**config.mk**
```make
export PLATFORM = sky130hd
export DESIGN_NAME = bisection_level_calibrator
export DESIGN_NICKNAME = d
export VERILOG_FILES = /design/src/hw/rtl/blc_pkg.sv /design/src/hw/rtl/bisection_level_calibrator.sv /design/src/hw/rtl/blc_cfg_regs.sv /design/src/hw/rtl/blc_search.sv
export SDC_FILE = /design/constraint.sdc
export NUM_CORES = 1
export LEC_CHECK = 0
export BUFFER_PORTS_ARGS = -buffer_cell sky130_fd_sc_hd__buf_2
export CAP_MARGIN = 15
export CORE_AREA = 4 4 240 242
export CTS_CLUSTER_SIZE = 40
export DETAILED_ROUTE_END_ITERATION = 16
export DIE_AREA = 0 0 244 246
export HOLD_SLACK_MARGIN = 0.05
export MAX_ROUTING_LAYER = met4
export PLACE_DENSITY = 0.48
export SLEW_MARGIN = 20
export SYNTH_ARGS = -nofsm -noshare
export SYNTH_HDL_FRONTEND = slang
export SYNTH_HIERARCHICAL = 1
export SYNTH_SLANG_ARGS = --single-unit
```
**constraint.sdc**
```tcl
create_clock -name clk -period 25.1 [get_ports clk]
set_input_delay 5.02 -clock clk [delete_from_list [all_inputs] [get_ports clk]]
set_output_delay 5.02 -clock clk [all_outputs]
set_load 0.1 [all_outputs]
```
**src/hw/rtl/blc_pkg.sv**
```systemverilog
// ----------------------------------------------------------------------------
// blc_pkg
// Shared types, codes and the level code function of the bisection level
// calibrator.
// ----------------------------------------------------------------------------
package blc_pkg;

  localparam int LEVEL_W   = 18;
  localparam int SETTING_W = 9;
  localparam int CODE_W    = 13;
  localparam int ADDR_W    = 4;
  localparam int DATA_W    = 32;

  // Register indexes (byte address = 4 * index)
  localparam logic [1:0] REG_TARGET_LEVEL = 2'd0;
  localparam logic [1:0] REG_SETTING_MIN  = 2'd1;
  localparam logic [1:0] REG_SETTING_MAX  = 2'd2;

  localparam logic [LEVEL_W-1:0]   TARGET_LEVEL_RST = 18'd4800;
  localparam logic [SETTING_W-1:0] SETTING_MIN_RST  = 9'd80;
  localparam logic [SETTING_W-1:0] SETTING_MAX_RST  = 9'd400;

  // Input actions
  localparam logic ACT_START   = 1'b0;
  localparam logic ACT_MEASURE = 1'b1;

  // Result kinds
  localparam logic [1:0] KIND_PROBE   = 2'd0;
  localparam logic [1:0] KIND_FINAL   = 2'd1;
  localparam logic [1:0] KIND_ABORT   = 2'd2;
  localparam logic [1:0] KIND_IGNORED = 2'd3;

  // Outcomes
  localparam logic [1:0] OC_SEARCHING     = 2'd0;
  localparam logic [1:0] OC_MATCHED       = 2'd1;
  localparam logic [1:0] OC_LOW_AT_TARGET = 2'd2;
  localparam logic [1:0] OC_CEILING       = 2'd3;

  typedef struct packed {
    logic                 action;
    logic [LEVEL_W-1:0]   measured_level;
  } blc_in_t;

  typedef struct packed {
    logic [1:0]           kind;
    logic [SETTING_W-1:0] setting_nits;
    logic [CODE_W-1:0]    level_code;
    logic [1:0]           outcome;
  } blc_out_t;

  typedef struct packed {
    logic [LEVEL_W-1:0]   target_level;
    logic [SETTING_W-1:0] setting_min;
    logic [SETTING_W-1:0] setting_max;
  } blc_cfg_t;

  // (nits*1000+40)/80 reduces to (25*nits+1)/2
  function automatic logic [CODE_W-1:0] level_code_of(input logic [SETTING_W-1:0] nits);
    logic [CODE_W:0] prod;
    prod = {5'd0, nits} * 14'd25 + 14'd1;
    return prod[CODE_W:1];
  endfunction

endpackage

```
**src/hw/rtl/bisection_level_calibrator.sv**
```systemverilog
// ----------------------------------------------------------------------------
// bisection_level_calibrator
// Bisection search for the slider setting whose measured level best matches
// a programmed target, with a one-word-per-cycle stream interface while unstalled.
// ----------------------------------------------------------------------------
// The block takes one word per clock while the input is not stalled and
// gives one result word per input word: the word is latched in the input
// register, then decided against the search state and loaded into the
// result register. A start word (action 0) requests a probe at setting_min;
// the next measurement requests a probe at setting_max; later measurements
// either close the search or request the midpoint of the remaining range.
// Each request carries level_code = (setting_nits*1000+40)/80. A measurement
// that arrives while no search is running is answered with an "ignored"
// word. The input side stalls only while the result register is full and
// stalled downstream, so a stream with no output backpressure runs at a
// sustained rate of one word per cycle. Registers target_level, setting_min
// and setting_max sit at byte addresses 0, 4 and 8; write them only while
// the block holds no unfinished word.
// ----------------------------------------------------------------------------
module bisection_level_calibrator
  import blc_pkg::*;
(
  input  logic                clk,
  input  logic                rst,
  // configuration port
  input  logic                psel,
  input  logic                penable,
  input  logic                pwrite,
  input  logic [ADDR_W-1:0]   paddr,
  input  logic [DATA_W-1:0]   pwdata,
  output logic [DATA_W-1:0]   prdata,
  output logic                pready,
  // input channel
  input  logic                in_valid,
  output logic                in_stall,
  input  blc_in_t             in_data,
  // result channel
  output logic                out_valid,
  input  logic                out_stall,
  output blc_out_t            out_data
);

  blc_cfg_t cfg;
  blc_in_t  in_q;
  logic     in_full;
  logic     accept;
  logic     advance;
  blc_out_t res;

  blc_cfg_regs u_regs (
    .clk     (clk),
    .rst     (rst),
    .psel    (psel),
    .penable (penable),
    .pwrite  (pwrite),
    .paddr   (paddr),
    .pwdata  (pwdata),
    .prdata  (prdata),
    .pready  (pready),
    .cfg     (cfg)
  );

  blc_search u_search (
    .clk  (clk),
    .rst  (rst),
    .cfg  (cfg),
    .fire (advance),
    .item (in_q),
    .res  (res)
  );

  // Move the held word into the result register when that register is free
  // or is being drained this cycle.
  assign advance  = in_full && (!out_valid || !out_stall);
  assign in_stall = in_full && !advance;
  assign accept   = in_valid && !in_stall;

  // Input register: hold the word until the decision stage takes it
  always_ff @(posedge clk) begin
    if (rst) begin
      in_full <= 1'b0;
    end else if (accept) begin
      in_full <= 1'b1;
    end else if (advance) begin
      in_full <= 1'b0;
    end
  end

  always_ff @(posedge clk) begin
    if (accept) begin
      in_q <= in_data;
    end
  end

  // Result register: load on advance, drop once taken downstream
  always_ff @(posedge clk) begin
    if (rst) begin
      out_valid <= 1'b0;
    end else if (advance) begin
      out_valid <= 1'b1;
    end else if (!out_stall) begin
      out_valid <= 1'b0;
    end
  end

  always_ff @(posedge clk) begin
    if (advance) begin
      out_data <= res;
    end
  end

  // Every decision lands in the result register
  assert property (@(posedge clk) disable iff (rst) advance |=> out_valid)
    else $error("decided word lost");

  // Input stalls only while a word is held and the result side is blocked
  assert property (@(posedge clk) disable iff (rst)
    in_stall |-> (in_full && out_valid && out_stall))
    else $error("input stalled without output backpressure");

  // A held word with a free result register always moves on
  assert property (@(posedge clk) disable iff (rst)
    (in_full && !out_valid) |=> (out_valid && $past(advance)))
    else $error("held word did not advance");

endmodule

```
**src/hw/rtl/blc_cfg_regs.sv**
```systemverilog
// ----------------------------------------------------------------------------
// blc_cfg_regs
// APB-style register file: target level and the searched setting range.
// ----------------------------------------------------------------------------
module blc_cfg_regs
  import blc_pkg::*;
(
  input  logic                clk,
  input  logic                rst,
  input  logic                psel,
  input  logic                penable,
  input  logic                pwrite,
  input  logic [ADDR_W-1:0]   paddr,
  input  logic [DATA_W-1:0]   pwdata,
  output logic [DATA_W-1:0]   prdata,
  output logic                pready,
  output blc_cfg_t            cfg
);

  logic       wr_en;
  logic [1:0] reg_idx;

  assign pready  = 1'b1;
  assign reg_idx = paddr[ADDR_W-1:2];
  assign wr_en   = psel && penable && pwrite;

  always_ff @(posedge clk) begin
    if (rst) begin
      cfg.target_level <= TARGET_LEVEL_RST;
      cfg.setting_min  <= SETTING_MIN_RST;
      cfg.setting_max  <= SETTING_MAX_RST;
    end else if (wr_en) begin
      case (reg_idx)
        REG_TARGET_LEVEL: cfg.target_level <= pwdata[LEVEL_W-1:0];
        REG_SETTING_MIN:  cfg.setting_min  <= pwdata[SETTING_W-1:0];
        REG_SETTING_MAX:  cfg.setting_max  <= pwdata[SETTING_W-1:0];
        default: ;
      endcase
    end
  end

  always_comb begin
    case (reg_idx)
      REG_TARGET_LEVEL: prdata = {{(DATA_W-LEVEL_W){1'b0}}, cfg.target_level};
      REG_SETTING_MIN:  prdata = {{(DATA_W-SETTING_W){1'b0}}, cfg.setting_min};
      REG_SETTING_MAX:  prdata = {{(DATA_W-SETTING_W){1'b0}}, cfg.setting_max};
      default:          prdata = '0;
    endcase
  end

endmodule

```
**src/hw/rtl/blc_search.sv**
```systemverilog
// ----------------------------------------------------------------------------
// blc_search
// Search state and the per-word decision: endpoint checks, bisection step,
// closest-end pick and the result word.
// ----------------------------------------------------------------------------
module blc_search
  import blc_pkg::*;
(
  input  logic      clk,
  input  logic      rst,
  input  blc_cfg_t  cfg,
  input  logic      fire,
  input  blc_in_t   item,
  output blc_out_t  res
);

  typedef enum logic [1:0] {
    PH_IDLE,
    PH_WAIT_LOW,
    PH_WAIT_HIGH,
    PH_BISECT
  } phase_t;

  phase_t               phase, phase_next;
  logic [SETTING_W-1:0] low_setting, low_setting_next;
  logic [SETTING_W-1:0] high_setting, high_setting_next;
  logic [SETTING_W-1:0] probe_setting, probe_setting_next;
  logic [LEVEL_W-1:0]   low_reading, low_reading_next;
  logic [LEVEL_W-1:0]   high_reading, high_reading_next;

  // Candidate ends after this measurement
  logic [SETTING_W-1:0] e_ls, e_hs;
  logic [LEVEL_W-1:0]   e_lr, e_hr;
  logic                 bisect_go;
  logic [SETTING_W:0]   mid_sum;
  logic                 closer_low;
  logic [SETTING_W-1:0] pick;
  logic [LEVEL_W-1:0]   m, t;
  logic                 m_zero, m_below;
  logic [1:0]           kind;
  logic [SETTING_W-1:0] nits;
  logic [1:0]           outcome;

  function automatic logic [LEVEL_W-1:0] level_gap(input logic [LEVEL_W-1:0] a,
                                                    input logic [LEVEL_W-1:0] b);
    return (a >= b) ? a - b : b - a;
  endfunction

  assign m       = item.measured_level;
  assign t       = cfg.target_level;
  assign m_zero  = (m == '0);
  assign m_below = (m < t);

  always_comb begin
    e_ls = low_setting;
    e_hs = high_setting;
    e_lr = low_reading;
    e_hr = high_reading;
    if (phase == PH_WAIT_HIGH) begin
      e_hr = m;
    end else if (phase == PH_BISECT && !m_zero) begin
      if (m_below) begin
        e_ls = probe_setting;
        e_lr = m;
      end else begin
        e_hs = probe_setting;
        e_hr = m;
      end
    end
  end

  assign bisect_go  = {1'b0, e_hs} > ({1'b0, e_ls} + 10'd1);
  assign mid_sum    = {1'b0, e_ls} + {1'b0, e_hs};
  assign closer_low = level_gap(e_lr, t) <= level_gap(e_hr, t);
  assign pick       = closer_low ? e_ls : e_hs;

  always_comb begin
    phase_next         = phase;
    low_setting_next   = low_setting;
    high_setting_next  = high_setting;
    probe_setting_next = probe_setting;
    low_reading_next   = low_reading;
    high_reading_next  = high_reading;
    kind    = KIND_IGNORED;
    nits    = '0;
    outcome = OC_SEARCHING;

    if (item.action == ACT_START) begin
      low_setting_next   = cfg.setting_min;
      high_setting_next  = cfg.setting_max;
      probe_setting_next = cfg.setting_min;
      low_reading_next   = '0;
      high_reading_next  = '0;
      phase_next         = PH_WAIT_LOW;
      kind               = KIND_PROBE;
      nits               = cfg.setting_min;
    end else begin
      case (phase)
        PH_WAIT_LOW: begin
          low_reading_next   = m;
          probe_setting_next = high_setting;
          phase_next         = PH_WAIT_HIGH;
          kind               = KIND_PROBE;
          nits               = high_setting;
        end
        PH_WAIT_HIGH: begin
          high_reading_next = m;
          if (low_reading == '0 || m_zero) begin
            phase_next = PH_IDLE;
            kind       = KIND_ABORT;
          end else if (low_reading >= t) begin
            phase_next = PH_IDLE;
            kind       = KIND_FINAL;
            nits       = low_setting;
            outcome    = OC_LOW_AT_TARGET;
          end else if (m_below) begin
            phase_next = PH_IDLE;
            kind       = KIND_FINAL;
            nits       = high_setting;
            outcome    = OC_CEILING;
          end else if (bisect_go) begin
            probe_setting_next = mid_sum[SETTING_W:1];
            phase_next         = PH_BISECT;
            kind               = KIND_PROBE;
            nits               = mid_sum[SETTING_W:1];
          end else begin
            phase_next = PH_IDLE;
            kind       = KIND_FINAL;
            nits       = pick;
            outcome    = OC_MATCHED;
          end
        end
        PH_BISECT: begin
          low_setting_next  = e_ls;
          high_setting_next = e_hs;
          low_reading_next  = e_lr;
          high_reading_next = e_hr;
          if (!m_zero && bisect_go) begin
            probe_setting_next = mid_sum[SETTING_W:1];
            kind               = KIND_PROBE;
            nits               = mid_sum[SETTING_W:1];
          end else begin
            phase_next = PH_IDLE;
            kind       = KIND_FINAL;
            nits       = pick;
            outcome    = OC_MATCHED;
          end
        end
        default: begin
          kind = KIND_IGNORED;
        end
      endcase
    end

    res.kind         = kind;
    res.setting_nits = nits;
    res.level_code   = level_code_of(nits);
    res.outcome      = outcome;
  end

  always_ff @(posedge clk) begin
    if (rst) begin
      phase         <= PH_IDLE;
      low_setting   <= '0;
      high_setting  <= '0;
      probe_setting <= '0;
      low_reading   <= '0;
      high_reading  <= '0;
    end else if (fire) begin
      phase         <= phase_next;
      low_setting   <= low_setting_next;
      high_setting  <= high_setting_next;
      probe_setting <= probe_setting_next;
      low_reading   <= low_reading_next;
      high_reading  <= high_reading_next;
    end
  end

  // Final, abort and ignored words all leave the search idle
  assert property (@(posedge clk) disable iff (rst)
    (fire && (res.kind == KIND_FINAL || res.kind == KIND_ABORT)) |=> phase == PH_IDLE)
    else $error("search not idle after a closing word");

  // A probe always lies inside the current ends during bisection
  assert property (@(posedge clk) disable iff (rst)
    (phase == PH_BISECT) |-> (probe_setting > low_setting && probe_setting < high_setting))
    else $error("bisection probe outside the ends");

  // Measurements in idle change nothing
  assert property (@(posedge clk) disable iff (rst)
    (fire && phase == PH_IDLE && item.action == ACT_MEASURE) |=> phase == PH_IDLE)
    else $error("idle measurement moved the search");

endmodule
```
==> results.md <==
- The total overflow left after global routing is 0.
- Summing all multi-input logic gate instances after layout gives between 9000 and 10,000 um2.
- The final layout contains 1,956 nets.
- The post-CTS clock slew at the launch and capture registers of the worst setup and hold paths is about 0.070 ns.
- Of all nets on the critical path, the largest fanout is 19.
- Buffers inserted to repair hold after CTS numbered 0.
- The largest net degree at the start of global routing is 71.
- Setup repair after global routing left no endpoint under its margin.
- Based on the critical path, the design can be clocked at up to 77.4 MHz.
- The placement-stage worst setup slack is 12.32 ns.
- In this run the remaining antenna-violating nets after routing total 0.
- Once routing completed, OpenROAD measured the worst setup slack at 12.18 ns.
- The worst-case vdd ir drop is 0.0348 mV.
- The number of placement rows is 86.
- The maximum root-to-sink buffer count is 2.
- In this design, the stage delay of the slowest critical-path cell is roughly 0.58 ns.
- Dividing the detail-routed wire length by the instance count gives around 19 um.
- The run finished with clean final reports.
- The area of the core region is 55,100 um2.
- The leading cell type in the layout, fill and taps excluded is ha_1.
- The mean post-synth cell area is ~8.3 um2.
- The static leakage power is 6.81 nW.
- The type of element capturing the critical path is a flip-flop.
- Leaving out fill and tap cells, the most frequent cells in the layout are ha_1, nor2_1, nand2_1, a21oi_1, inv_1.
- Sequential cells were found to cover about a quarter of the synthesized design area.
- The most used flip-flop cell after synthesis is dfxtp_1.
- The count of unresolved DRC violations after routing is 0.
- The worst hold slack across all endpoints is 0.490 ns.
- The die is about 250 um tall.
- The worst-case headroom to the max-slew limit is 33.7%.
- The total via count in the routed design is approximately 12k.
- In this run the count of I/O pins placed on the die edge is 123.
- The standard cell with the maximum stage delay on the critical path is dfxtp_1.
- Across the run, the number of max-cap violations was 0.
- The total detailed-routing wirelength is 48,000 um.
- The worst setup path is launched from a flip-flop.
- The total of warnings raised by yosys is 6.
- The min-delay analysis places its worst path in the category flip-flop to flip-flop.
- The number of global-route vias before repair is ~12k.
- For this design, the sink count on the clock tree is 148.
- Counting flops with an async set or reset pin after synthesis yields a share of 0%.
- Counting flops with a built-in enable in the synthesized netlist gives 45.
- The total die area is 60,000 um2.
- The count of different cell masters after synthesis is between 80 and 90.
- The number of fillers in the final layout is around 6.0k.
- The synthesized netlist cell count is between 1.5k and 2k.
- The worst path uses about half of the clock period.
- The count of TritonRoute iterations in the first routing pass is 5.
- TritonCTS built the clock tree.
- The total track usage is 16.1%.
- The width of the die is between 200 and 250 um.
- The arrival time at the worst endpoint is 13.13 ns.
- In this run the tool buffered the top-level ports with 91 buffer cells.
- At the end of the flow the core is filled with cells to 28.0%.
- CTS built an H-tree with a depth of 4.
- Summed over all failing endpoints, the final setup total negative slack is 0 ns.
- The fraction of layout instances using a drive strength above 1 is 11.2%.
- Clock skew on the completed layout was measured at about 0.015 ns.
- The number of antenna violations at the first check in global routing came to 0.
- Using the TritonRoute via totals, the vias-per-cell ratio works out to 5.06.
- The number of antenna diodes in the final layout is 0.
- Buffers inserted during clock tree synthesis total 17.
- The number of design-rule violations left by the first detailed-router iteration is 853.
- The time the final worst path needs with I/O delays and setup is about 13 ns.
- Once the floorplan was initialized, standard cells occupied 24.9% of the core.
- The cell area after synthesis is 13,700 um2.
- At the later pin of the worst-skew pair, clock insertion delay measures 0.47 ns.
- Setup violations remaining at the end of the flow were counted as 0.
- The number of max-slew violations in the final report was 0.
- The layout overhead on the synthesized area is 12.4%.
- The post-CTS resize count is 0.
- The transition time of the tightest slew-check pin is 0.994 ns.
- After synthesis the netlist holds a flip-flop and latch count of 148.
- The area used by sequential logic in the layout is 3410 um2.
- The post-CTS setup repair buffer count is 0.
- The count of endpoints failing hold in the final timing report is 0.
- The placer's final routability congestion estimate is ~0.95.
- The sum of net half-perimeters after detailed placement is 37,600 um.
- The master cell of the clock root buffer is clkbuf_16.
- STA puts the critical path data required time at 25.31 ns.
- The first-pass GRT wire length is 72,800 um.
- The critical setup path kind is flip-flop to flip-flop.
- The power density over cell area is 45.9 nW/um2.
- By instance count, the cell type seen most on the critical path is ha_1.
## registers in the layout (all words and copies together) (netlist names)
name / count
u_search/probe_setting: 9
u_search/high_setting: 9
u_search/high_reading: 18
out_data: 26
out_valid: 1
in_q: 19
u_search/low_reading: 18
in_full: 1
u_regs/cfg: 36
u_search/low_setting: 9
u_search/phase: 2
## kinds of logic after synthesis
logic type	count (synthesis)	share of synthesized area (%)
muxes	117	8.72
other	2	0.0547
and+or+nand+nor	475	16.1
DFF	148	24.8
adders and majority gates	188	17.6
AOI/OAI and AO/OA	464	22.8
xor gates and xnor gates	53	3.38
buffers and inverters	208	6.50
## where the power goes
group | internal (mW) | switching (mW) | leakage, nW
registers | 0.253 | 0.00831 | 1.27
logic | 0.0652 | 0.128 | 5.25
clock network | 0.141 | 0.113 | 0.285
## cells in the mapped netlist, drive strengths merged (10+ instances only)
cell type / instances / area share (%)
and3: 17 / 0.81
nand2: 155 / 4.3
xor2: 16 / 1.0
a21oi: 144 / 5.3
o31ai: 12 / 0.66
clkbuf: 45 / 1.2
mux2i: 96 / 7.0
nor3: 13 / 0.51
a211oi: 38 / 2.1
a22oi: 40 / 2.2
mux2: 21 / 1.7
nand2b: 29 / 1.3
o211ai: 10 / 0.55
edfxtp: 45 / 9.8
and2: 13 / 0.59
dfxtp: 103 / 15
nor2b: 13 / 0.59
nor2: 158 / 4.4
nand3: 32 / 1.3
inv: 123 / 3.4
o21bai: 32 / 1.8
o21ai: 57 / 2.2
o21a: 17 / 0.98
ha: 180 / 16
a31oi: 11 / 0.55
nand4: 17 / 0.82
buf: 40 / 1.9
a21o: 41 / 2.2
xnor2: 37 / 2.4
## path summary, 6_finish.rpt
check,end,start,depth (start not counted),slack [ns]
setup / recovery,out_data[14],u_regs/cfg[26],50,12.18
hold / removal,u_search/probe_setting[3],u_search/probe_setting[3],2,0.49
setup reg to reg,out_data[14],u_regs/cfg[26],50,12.18
hold reg to reg,u_search/probe_setting[3],u_search/probe_setting[3],2,0.49
## area by class of cell
cell class / count / share of cell area, %
multi-input cells: 1312 / 61.6
repair buffers: 104 / 3.60
clock inverters: 10 / 0.454
flip-flops and latches: 148 / 22.1
inverters: 123 / 2.99
clock buffers: 22 / 3.22
well taps: 748 / 6.06
## critical path: cells and delay by family, from the launching register on
family	cells	cell delay [ns]
XOR/XNOR	2	0.23
AO/OA/AOI/OAI	21	4.58
buffers and inverters	5	1.37
flip-flops	1	0.58
AND/OR/NAND/NOR	11	2.17
adder cells (fa/ha/maj)	7	2.66
multiplexers	4	1.04
## per-layer routing
metal	share of wire, %	track usage [%]	wire (um)	vias to the layer above
li1	-	-	-	6028
met1	45	20.1	21600	6037
met2	47	26.5	22700	344
met3	4.5	2.80	2180	73
met4	3.0	5.77	1460	0
met5	0	-	0	-
## through the flow
stage,cells,power (mW),cell area [um2]
2_1_floorplan,1668,0.408,13800
5_1_grt,2467,0.741,15400
4_1_cts,2467,0.714,15400
6_report,2467,0.709,15400
3_3_place_gp,2435,0.455,14900
3_5_place_dp,2435,0.457,14900
Note: power is estimated with default switching activity, not from simulation.
